<file path="src/rtl/core/srp_pkg.sv">
// ----------------------------------------------------------------------------
// srp_pkg
// Shared constants and types of the seeded random permutation block.
// ----------------------------------------------------------------------------
package srp_pkg;

	localparam int VALUE_W         = 16;
	localparam int SEED_W          = 64;
	localparam int DRAW_W          = 32;
	localparam int SH_A            = 23;
	localparam int SH_B            = 18;
	localparam int SH_C            = 5;
	localparam int DEF_STORE_DEPTH = 64;
	localparam int DEF_VALUE_BITS  = 16;

	typedef struct packed {
		logic busy;
		logic done;
	} div_stat_t;

endpackage

</file>
<file path="src/rtl/core/srp_rem_unit.sv">
// ----------------------------------------------------------------------------
// srp_rem_unit
// Iterative restoring remainder unit, one dividend bit per cycle.
// ----------------------------------------------------------------------------
module srp_rem_unit #(
	parameter int DIV_W = 7,
	parameter int NUM_W = srp_pkg::DRAW_W
) (
	input  logic               clk,
	input  logic               arst_n,
	input  logic               start,
	input  logic [NUM_W-1:0]   dividend,
	input  logic [DIV_W-1:0]   divisor,
	output srp_pkg::div_stat_t stat,
	output logic [DIV_W-1:0]   rem
);

	localparam int CW = (NUM_W > 1) ? $clog2(NUM_W) : 1;

	logic [NUM_W-1:0] dvd_q;
	logic [DIV_W-1:0] dsr_q;
	logic [DIV_W-1:0] rem_q;
	logic [CW-1:0]    cnt_q;
	logic             busy_q;
	logic             done_q;
	logic [DIV_W:0]   rem_sh;
	logic [DIV_W:0]   rem_sub;

	assign rem_sh  = {rem_q, dvd_q[NUM_W-1]};
	assign rem_sub = rem_sh - {1'b0, dsr_q};

	always_ff @(posedge clk or negedge arst_n) begin
		if (!arst_n) begin
			busy_q <= 1'b0;
			done_q <= 1'b0;
			cnt_q  <= '0;
		end else if (start) begin
			busy_q <= 1'b1;
			done_q <= 1'b0;
			cnt_q  <= '0;
		end else if (busy_q) begin
			cnt_q <= cnt_q + 1'b1;
			if (cnt_q == CW'(NUM_W - 1)) begin
				busy_q <= 1'b0;
				done_q <= 1'b1;
			end
		end else begin
			done_q <= 1'b0;
		end
	end

	always_ff @(posedge clk) begin
		if (start) begin
			dvd_q <= dividend;
			dsr_q <= divisor;
			rem_q <= '0;
		end else if (busy_q) begin
			dvd_q <= dvd_q << 1;
			if (rem_sh >= {1'b0, dsr_q}) begin
				rem_q <= rem_sub[DIV_W-1:0];
			end else begin
				rem_q <= rem_sh[DIV_W-1:0];
			end
		end
	end

	assign stat.busy = busy_q;
	assign stat.done = done_q;
	assign rem       = rem_q;

endmodule

</file>
<file path="src/rtl/core/seeded_random_permutation_top.sv">
// ----------------------------------------------------------------------------
// seeded_random_permutation_top
// Collects a batch of words and returns it shuffled by a seeded generator.
// ----------------------------------------------------------------------------
// Input words (element_value, last_element) are taken on in_valid with
// in_stall low, one per cycle while the block is loading. A word marked last
// ends the batch; words beyond STORE_DEPTH are dropped and flag overflow.
// The shuffle then runs with in_stall high: the generator is seeded and two
// draws are discarded, then each stored word is handled by a draw, the 32-step
// remainder unit (one bit a cycle) and four store accesses for the swap.
// Results (out_value, out_last, overflow) leave from an output register that is
// loaded from the store one word at a time; out_stall holds the
// register and the block waits. After the word marked out_last is taken the
// block loads again in the next cycle. The seed register is written through
// cfg_we and cfg_wdata, by the user only while idle (not enforced by the
// block); the value held at the last input word is the one used. Reset clears
// the seed, the fill count and all control state; the store needs no clearing.
// ----------------------------------------------------------------------------
module seeded_random_permutation_top #(
	parameter int STORE_DEPTH = srp_pkg::DEF_STORE_DEPTH,
	parameter int VALUE_BITS  = srp_pkg::DEF_VALUE_BITS
) (
	input  logic                       clk,
	input  logic                       arst_n,
	input  logic                       cfg_we,
	input  logic [srp_pkg::SEED_W-1:0] cfg_wdata,
	input  logic                       in_valid,
	output logic                       in_stall,
	input  logic [srp_pkg::VALUE_W-1:0] element_value,
	input  logic                       last_element,
	output logic                       out_valid,
	input  logic                       out_stall,
	output logic [srp_pkg::VALUE_W-1:0] out_value,
	output logic                       out_last,
	output logic                       overflow
);

	localparam int VW      = srp_pkg::VALUE_W;
	localparam int SW      = (VALUE_BITS < VW) ? VALUE_BITS : VW;
	localparam int AW      = $clog2(STORE_DEPTH);
	localparam int CNT_W   = $clog2(STORE_DEPTH + 1);
	localparam int GW      = srp_pkg::SEED_W;
	localparam int DW      = srp_pkg::DRAW_W;

	typedef enum logic [3:0] {
		S_LOAD,
		S_SEED,
		S_DISC,
		S_GEN,
		S_DIV,
		S_RDI,
		S_RDJ,
		S_WRI,
		S_WRJ,
		S_ERD,
		S_ELD,
		S_EWT
	} state_t;

	state_t state_q;

	logic [GW-1:0]    seed_q;
	logic [GW-1:0]    gen_a_q;
	logic [GW-1:0]    gen_b_q;
	logic [CNT_W-1:0] fill_q;
	logic [CNT_W-1:0] i_q;
	logic [CNT_W-1:0] j_q;
	logic [CNT_W-1:0] k_q;
	logic             ovf_q;
	logic             disc_q;
	logic [SW-1:0]    ti_q;
	logic             out_valid_q;
	logic [VW-1:0]    out_value_q;
	logic             out_last_q;
	logic             overflow_q;

	logic [SW-1:0]    mem [STORE_DEPTH];
	logic [SW-1:0]    rdata_q;
	logic [AW-1:0]    raddr;
	logic [AW-1:0]    waddr;
	logic [SW-1:0]    wdata;
	logic             mem_we;

	logic [GW-1:0]    gen_sum;
	logic [GW-1:0]    gen_x;
	logic [GW-1:0]    gen_b_nx;
	logic             in_acc;
	logic             store_room;

	logic                div_start;
	logic [CNT_W-1:0]    div_dsr;
	logic [CNT_W-1:0]    div_rem;
	srp_pkg::div_stat_t  div_stat;

	// xorshift128+ step
	assign gen_sum  = gen_a_q + gen_b_q;
	assign gen_x    = gen_a_q ^ (gen_a_q << srp_pkg::SH_A);
	assign gen_b_nx = gen_x ^ gen_b_q ^ (gen_x >> srp_pkg::SH_B) ^ (gen_b_q >> srp_pkg::SH_C);

	assign in_stall   = (state_q != S_LOAD);
	assign in_acc     = in_valid && (state_q == S_LOAD);
	assign store_room = (fill_q < CNT_W'(STORE_DEPTH));

	assign div_start = (state_q == S_GEN);
	assign div_dsr   = fill_q - i_q;

	srp_rem_unit #(
		.DIV_W(CNT_W),
		.NUM_W(DW)
	) u_rem (
		.clk     (clk),
		.arst_n  (arst_n),
		.start   (div_start),
		.dividend(gen_sum[DW-1:0]),
		.divisor (div_dsr),
		.stat    (div_stat),
		.rem     (div_rem)
	);

	// store port selection
	always_comb begin
		raddr  = i_q[AW-1:0];
		waddr  = fill_q[AW-1:0];
		wdata  = element_value[SW-1:0];
		mem_we = 1'b0;
		case (state_q)
			S_LOAD: begin
				mem_we = in_acc && store_room;
			end
			S_RDJ: begin
				raddr = j_q[AW-1:0];
			end
			S_WRI: begin
				mem_we = 1'b1;
				waddr  = i_q[AW-1:0];
				wdata  = rdata_q;
			end
			S_WRJ: begin
				mem_we = 1'b1;
				waddr  = j_q[AW-1:0];
				wdata  = ti_q;
			end
			S_ERD: begin
				raddr = k_q[AW-1:0];
			end
			default: begin
				raddr = i_q[AW-1:0];
			end
		endcase
	end

	always_ff @(posedge clk) begin
		if (mem_we) begin
			mem[waddr] <= wdata;
		end
		rdata_q <= mem[raddr];
	end

	always_ff @(posedge clk or negedge arst_n) begin
		if (!arst_n) begin
			state_q     <= S_LOAD;
			seed_q      <= '0;
			gen_a_q     <= '0;
			gen_b_q     <= '0;
			fill_q      <= '0;
			ovf_q       <= 1'b0;
			disc_q      <= 1'b0;
			i_q         <= '0;
			j_q         <= '0;
			k_q         <= '0;
			out_valid_q <= 1'b0;
			out_value_q <= '0;
			out_last_q  <= 1'b0;
			overflow_q  <= 1'b0;
		end else begin
			if (cfg_we) begin
				seed_q <= cfg_wdata;
			end
			case (state_q)
				S_LOAD: begin
					if (in_acc) begin
						if (store_room) begin
							fill_q <= fill_q + 1'b1;
						end else begin
							ovf_q <= 1'b1;
						end
						if (last_element) begin
							state_q <= S_SEED;
						end
					end
				end
				S_SEED: begin
					gen_a_q <= seed_q;
					gen_b_q <= '0;
					disc_q  <= 1'b0;
					i_q     <= '0;
					state_q <= S_DISC;
				end
				S_DISC: begin
					gen_a_q <= gen_b_q;
					gen_b_q <= gen_b_nx;
					disc_q  <= 1'b1;
					if (disc_q) begin
						state_q <= S_GEN;
					end
				end
				S_GEN: begin
					gen_a_q <= gen_b_q;
					gen_b_q <= gen_b_nx;
					state_q <= S_DIV;
				end
				S_DIV: begin
					if (div_stat.done) begin
						j_q     <= i_q + div_rem;
						state_q <= S_RDI;
					end
				end
				S_RDI: begin
					state_q <= S_RDJ;
				end
				S_RDJ: begin
					state_q <= S_WRI;
				end
				S_WRI: begin
					state_q <= S_WRJ;
				end
				S_WRJ: begin
					i_q <= i_q + 1'b1;
					if (i_q == fill_q - 1'b1) begin
						k_q     <= '0;
						state_q <= S_ERD;
					end else begin
						state_q <= S_GEN;
					end
				end
				S_ERD: begin
					state_q <= S_ELD;
				end
				S_ELD: begin
					out_value_q <= VW'(rdata_q);
					out_last_q  <= (k_q == fill_q - 1'b1);
					overflow_q  <= ovf_q;
					out_valid_q <= 1'b1;
					state_q     <= S_EWT;
				end
				S_EWT: begin
					if (!out_stall) begin
						out_valid_q <= 1'b0;
						if (out_last_q) begin
							fill_q  <= '0;
							ovf_q   <= 1'b0;
							state_q <= S_LOAD;
						end else begin
							k_q     <= k_q + 1'b1;
							state_q <= S_ERD;
						end
					end
				end
				default: begin
					state_q <= S_LOAD;
				end
			endcase
		end
	end

	// ti_q is a plain data register
	always_ff @(posedge clk) begin
		if (state_q == S_RDJ) begin
			ti_q <= rdata_q;
		end
	end

	assign out_valid = out_valid_q;
	assign out_value = out_value_q;
	assign out_last  = out_last_q;
	assign overflow  = overflow_q;

	a_no_load_while_emit: assert property (@(posedge clk) disable iff (!arst_n)
		out_valid |-> in_stall)
		else $error("input taken while a word is pending");

	a_fill_bound: assert property (@(posedge clk) disable iff (!arst_n)
		fill_q <= CNT_W'(STORE_DEPTH))
		else $error("fill count beyond store depth");

	a_done_in_div: assert property (@(posedge clk) disable iff (!arst_n)
		div_stat.done |-> (state_q == S_DIV))
		else $error("remainder done outside wait state");

	a_swap_index: assert property (@(posedge clk) disable iff (!arst_n)
		(state_q == S_RDJ) |-> (j_q < fill_q) && (j_q >= i_q))
		else $error("swap index out of range");

	a_reload_after_last: assert property (@(posedge clk) disable iff (!arst_n)
		out_valid && out_last && !out_stall |=> !in_stall && (fill_q == '0))
		else $error("block not reloading after last word");

endmodule

</file>
<file path="config.mk">
export PLATFORM = sky130hd
export DESIGN_NAME = seeded_random_permutation_top
export DESIGN_NICKNAME = d
export VERILOG_FILES = /design/src/rtl/core/srp_pkg.sv /design/src/rtl/core/srp_rem_unit.sv /design/src/rtl/core/seeded_random_permutation_top.sv
export SDC_FILE = /design/constraint.sdc
export NUM_CORES = 2
export LEC_CHECK = 0
export ABC_AREA = 0
export BUFFER_PORTS_ARGS = -buffer_cell sky130_fd_sc_hd__buf_2
export CAP_MARGIN = 20
export CORE_ASPECT_RATIO = 1.25
export CORE_MARGIN = 5
export CORE_UTILIZATION = 45
export CTS_CLUSTER_DIAMETER = 80
export DETAILED_ROUTE_END_ITERATION = 7
export HOLD_SLACK_MARGIN = 0.05
export SLEW_MARGIN = 20
export SYNTH_ARGS = -nofsm -noshare
export SYNTH_HDL_FRONTEND = slang
export SYNTH_SLANG_ARGS = --single-unit
</file>
<file path="constraint.sdc">
create_clock -name clk -period 3.9 [get_ports clk]
set_clock_uncertainty 0.2 [all_clocks]
set_input_delay 0.39 -clock clk [delete_from_list [all_inputs] [get_ports clk]]
set_output_delay 0.39 -clock clk [all_outputs]
set_load 0.02 [all_outputs]
</file>
== Word-level counts from Yosys, hierarchy flattened ==
Memory sizes are Yosys's and may differ from the RTL's. A register that Yosys moved wholly into a read port is not among the register bits.
Cells that the tools add are included.
Cells by class
  equal/unequal tests: 25
  bitwise operators: 4
  magnitude comparators: 2
  add/subtract/negate cells: 9
  muxes and demuxes: 45
  reduce and logical (&&, ||, !) cells: 19
Operators with widths (number)
  64-bit one-hot mux with 2 select lines: 2
  64-bit bitwise XOR: 2
  32-bit two-way mux: 2
  64-bit by 46-bit bitwise XOR with 64-bit output: 1
  64-bit by 59-bit bitwise XOR with 64-bit output: 1
  7-bit two-way mux: 8
  4-bit one-hot mux with 12 select lines: 1
  7-bit one-hot mux with 2 select lines: 3
  32-bit adder: 1
  16-bit one-hot mux with 2 select lines: 1
  4-bit two-way mux: 7
  6-bit one-hot mux with 2 select lines: 2
  7-bit by 1-bit adder with 7-bit output, second input constant: 3
  2-bit inequality test, second input constant: 9
  4-bit by 3-bit == test with 1-bit output, second input constant: 4
  4-bit == test, second input constant: 4
  5-bit AND reduction: 3
  7-bit == test: 2
  2-bit nonzero test: 7
  7-bit subtractor: 2
  1-bit two-way mux: 13
  5-bit two-way mux: 2
  4-bit by 2-bit == test with 1-bit output, second input constant: 2
  8-bit by 7-bit greater-or-equal comparator with 1-bit output: 1
  other kinds (15): 21
Storage, ports and cells
  memories kept: 1
  register bits: 313
  RAM bits: 1024
  bits of input ports: 86
Memories
  mem: depth 64, bits a word 16, rd ports 1, clocked after Yosys merged registers in 1, write ports 1, line seeded_random_permutation_top.sv:77  | logic [SW-1:0] mem [STORE_DEPTH];

== Logic depth before layout (Yosys ltp) ==
  depth after elaboration: 6
  mapped depth: 15

== By module ==
A second synthesis with hierarchy kept.
Second synthesis, totals
  cell total of the unflattened synthesis: 4555
  area total of the unflattened synthesis: 58330.9 µm²
By module, submodules not included
  seeded_random_permutation_top: cells each 4352, times used 1, area each 55677.1 µm²
  srp_rem_unit: cells each 203, times used 1, area each 2653.8 µm²

== Worst setup path before layout ==
OpenSTA, ideal clock, no wires.
  path type: reg2reg
  from: register state_q[3]
  to: memory mem[18][0] (netlist name), enable pin
  setup time: 388 ps
  period minus slack after synthesis: 3544 ps
  setup slack: 356 ps
  arrival: 2956 ps
  stages on the path, launching flop included: 10
  required time: 3312 ps
  cell sequence: dfrtp_1 > clkbuf_1 > nor2_1 > buf_2 > nand2_1 > nor3b_2 > nand2_1 > a21boi_0 > nand2_1 > nor2_1
Between the ends
  cells in the longest elaborated chain, start to end: 6
  elaborated cells between the ends (all ways): 10
Ends and longest elaborated chain
  start, declared: line seeded_random_permutation_top.sv:60  | state_t state_q;
  start signal, assigned: line seeded_random_permutation_top.sv:161  | state_q <= S_LOAD;
  start signal, assigned: line seeded_random_permutation_top.sv:188  | state_q <= S_SEED;
  start signal, assigned: line seeded_random_permutation_top.sv:197  | state_q <= S_DISC;
  4-bit logical NOT: line seeded_random_permutation_top.sv:101, seeded_random_permutation_top.sv:126
  1-bit logical AND: line seeded_random_permutation_top.sv:101  | assign in_acc = in_valid && (state_q == S_LOAD);
  1-bit logical AND: line seeded_random_permutation_top.sv:128  | mem_we = in_acc && store_room;
  1-bit one-hot mux with 2 select lines: line seeded_random_permutation_top.sv:126  | case (state_q)
  1-bit two-way mux: line seeded_random_permutation_top.sv:153  | if (mem_we) begin
  1-bit two-way mux (not written as such): line seeded_random_permutation_top.sv:154  | mem[waddr] <= wdata;
  end, declared: line seeded_random_permutation_top.sv:77
Parallel ways exist; a longest one is shown, timed or not.

== Final worst setup path ==
  from: register state_q[1]
  to: register rdata_q[13], read port of mem
Between the ends
  cells in the longest elaborated chain, start to end: 2
  elaborated cells between the ends (all ways): 3
Ends and longest elaborated chain
  4-bit == test or 4-bit by 3-bit == test with 1-bit output (tied branches): line seeded_random_permutation_top.sv:126
  6-bit one-hot mux with 2 select lines (*): line seeded_random_permutation_top.sv:126
  end, declared: line seeded_random_permutation_top.sv:78  | logic [SW-1:0] rdata_q;
Every way passes the cells marked *; elsewhere a longest branch is shown, timed or not.
A chain may end at the register's enable or synchronous reset.

==> results by stage <==
Synth:
- The number of nets in the synthesized netlist is 4,455.
- The register bit count reported by yosys is 1,353.
- A synthesized cell averages 13.5 µm².
- The fraction of the yosys area taken by sequential cells is 0.674.
- In this run, synthesis inferred 1,079 flip-flops with an integrated enable.
- The synthesized cell area is 58,100 µm².
- The count of synthesis-stage warnings from yosys is 0.
- The fraction of registers with async set or reset after synthesis is 0.186.
- The number of different library cells used by synthesis comes to 75.
- The cell count after synthesis is 4,310.
- The dominant synthesized flop cell is edfxtp_1.

Clocking:
- The clock tree root driver cell is clkbuf_16.
- The clock tree buffer depth is 3.
- TritonCTS built the clock tree.
- The clock slew at the register clock pins of the worst setup and hold paths is 0.06 ns.
- Clock latency on the worst-skew pair, taken at its later pin, is 0.79 ns.
- In this run the number of H-tree levels came out at 4.
- The number of post-CTS setup repair buffers is 0.
- In this run, CTS created clock tree buffers numbering 138.
- The number of clock sinks seen by CTS is 1,353.

Finish:
- Of the cells placed in the final design, the portion with a size suffix greater than 1 is 0.147.
- The number of diodes is 0.
- At the end of the flow, the number of nets in the layout was 4,702.
- From synthesis to final layout, the design area changed by 14.8%.
- Leaving out filler cells and counting taps, the final layout contains 6,378.
- The library cell used most frequently in the layout, excluding fill and tap cells, is edfxtp_1.
- The library cells used most frequently in the layout, excluding fill and tap cells, are edfxtp_1 (1,079), nand2_1 (653), dfrtp_1 (250).

Global routing:
- The aggregate global-route resource usage is 0.235.
- Summed over all layers, the global routing overflow is 0.
- The via count of the first global-routing pass is 35,961.
- The first-pass GRT wire length is 242 mm.
- The number of antenna violations at the first check in global routing is 4.
- Entering global routing, the biggest net connects 193 pins.

Setup path:
- The cell with the largest stage delay on the worst path is dfrtp_4.
- At the worst endpoint, the required time is 4.34 ns.
- The worst setup path is launched from a flop.
- In this run the worst path has a maximum fanout of 20.
- On the worst path, the slowest cell contributes a delay of 0.55 ns.
- The number of cells on the worst reg-to-reg path is 9.
- The setup path with the least slack is of type reg2reg.
- The destination of the worst register-to-register timing path is rdata_q[13]$_DFF_P_.
- The startpoint of the most critical register-to-register path is state_q[1]$_DFFE_PN0P_.
- For flop-to-flop paths, the worst setup slack is 0.18 ns.
- The worst endpoint data arrival time is 4.17 ns.
- The sort of element at the end of the critical path is a flop.
- The signal on the critical path passes through nand4bb_1, inv_2, a22oi_2, and2_4, buf_12, mux4_2, a22oi_1, nand4_1, and4_1.
- The source of the critical timing path is state_q[1]$_DFFE_PN0P_.

Floorplan:
- The starting utilization of the core area is 0.452.
- In this run the horizontal extent of the chip is 331 µm.
- The floorplan has 147 rows.
- The die covers 136,000 µm².
- After floorplanning, the core was sized to cover 128,000 µm².
- The overall die height is 412 µm.
- The boundary pin count is 106.

Outcome:
- The flow ran to the end, but the final reports show violations.
- The final reports fail on DRC.

Pwr:
- VDD sags by at most 729 µV.
- For this design the ratio of total power to cell area is 700 nW/µm².
- The leakage power total is 0.0243 µW.

Timing:
- At the pin with the least slew margin, the transition time is 0.978 ns.
- The count of pins over their slew limit is 0.
- The summed negative setup slack over all endpoints is 0 ns.
- The final critical path time including I/O delays and setup is 3.72 ns.
- Setup repair after global routing left no endpoint under its margin.
- Headroom to the max-slew limit came out at 0.348.
- The highest clock frequency the design can meet is 0.269 GHz.
- Setup violations remaining at the end of the flow were counted as 0.
- The count of final hold-check violations is 0.
- In the finished design, the share of the clock period the worst path needs comes to 0.955.

Placement:
- After legalization and detailed placement, the total HPWL measured 104 mm.
- The placer's final routability congestion estimate is 0.923.
- The count of placed standard cells including taps is 6,059.
- The count of buffers inserted at the top-level ports is 105.

Hold path:
- The worst hold path cell count is 4.
- For hold timing, the worst endpoint is mem[47][8]$_DFFE_PP_.
- In this run the most critical hold path is launched from element_value[8].
- The class of the worst hold path is in2reg.

Route:
- The average detailed-routed wire length per instance is 25.4 µm.
- The via count is 36,961.
- The number of design rule violations left after detail routing is 1.
- The length of the first detailed-routing pass in iterations is 8.
- For this block, the initial DRC count from the detailed router was 3,659.
- After detailed routing, the number of vias per cell comes to 5.80.
- Wires add up to 162 mm.
- In this run the remaining antenna-violating nets after routing total 0.

Run:
- The number of violations of the max-capacitance limit is 0.
[logic make-up (layout without fill, tap and decap cells)]
| kind of cell | after synthesis | in the layout | share of synthesized area |
|---|---|---|---|
| multiplexers | 369 | 369 | 0.0756 |
| AND/OR/NAND/NOR | 1248 | 1248 | 0.0950 |
| adder cells (fa/ha/maj) | 59 | 59 | 0.0132 |
| XOR/XNOR | 211 | 211 | 0.0318 |
| AO/OA/AOI/OAI | 760 | 760 | 0.0857 |
| buffers and inverters | 310 | 665 | 0.0247 |
| flip-flops | 1353 | 1353 | 0.674 |
[power breakdown]
group	switching [µW]	internal, µW	total, µW
logic	8880	5290	14200
clock network	5650	7190	12800
registers	1550	18100	19700
[state kept, by name (all words and copies together) (netlist names), 16 cells and up]
register	flops
ti_q	16
rdata_q	16
out_value	16
seed_q	64
gen_a_q	64
mem	1024
gen_b_q	64
u_rem.dvd_q	32
[layer usage]
layer | part of all wire | global-route usage
met2 | 0.49 | 0.392
met3 | 0.067 | 0.0446
met5 | 0.000080 | 0
met1 | 0.41 | 0.311
met4 | 0.035 | 0.0799
[repair_timing]
action,CTS,global route
hold buffers,71,0
endpoints found under the setup margin,0,1
gates resized for setup,0,1
endpoints found under the hold margin,296,0
[worst max-delay path, delay by kind of cell, from the launching register on]
kind | cells | cell delay [ns]
DFF | 1 | 0.55
AOI/OAI and AO/OA | 2 | 0.55
and+or+nand+nor | 4 | 1.40
buffers and inverters | 2 | 0.34
muxes | 1 | 0.53
[synth_stat cells (all sizes together), types with 76 or more instances]
library cell | count | share of area
edfxtp | 1079 | 0.56
nand2 | 673 | 0.044
o21ai | 261 | 0.022
dfrtp | 251 | 0.11
mux2i | 233 | 0.040
nand3 | 201 | 0.017
nor2 | 172 | 0.011
xnor2 | 165 | 0.025
clkbuf | 164 | 0.011
buf | 106 | 0.011
mux2 | 89 | 0.017
and3 | 84 | 0.0090
a31oi | 83 | 0.0089
a21oi | 82 | 0.0073
a211oi | 76 | 0.0098
[through the flow]
| step | setup slack, ns | cell area [µm²] | utilization | power [µW] | hold slack [ns] |
|---|---|---|---|---|---|
| after floorplan | 0.356 | 58100 | - | 29100 | -0.106 |
| after global placement | 0.197 | 61600 | 0.480 | 33900 | 0.269 |
| after detailed placement | 0.169 | 61600 | 0.480 | 34100 | 0.274 |
| after CTS | 0.142 | 66700 | 0.519 | 47000 | 0.0664 |
| after global routing | 0.0524 | 66700 | 0.519 | 49000 | 0.0988 |
| final | 0.176 | 66700 | 0.519 | 46700 | 0.137 |
[final cells by class]
type	count	area [µm²]
clock buffers	179	3760
clock inverters	69	596
fillers	10775	61700
inverters	40	150
multi-input cells	2647	17600
flip-flops and latches	1353	39100
well taps	1713	2140
repair buffers	377	3270
[how the worst max path moves through the flow]
stage                                      endpoint  slack [ns]  cells past startpoint
after detailed placement  u_rem.dvd_q[24]$_DFFE_PP_        0.17                      9
after global routing            rdata_q[13]$_DFF_P_        0.05                     11
after CTS                 u_rem.dvd_q[24]$_DFFE_PP_        0.14                     11
after global placement           rdata_q[7]$_DFF_P_        0.20                      9
after floorplan                mem[18][0]$_DFFE_PP_        0.36                      9
final                           rdata_q[13]$_DFF_P_        0.18                      9
(Power assumes the default switching activity.)
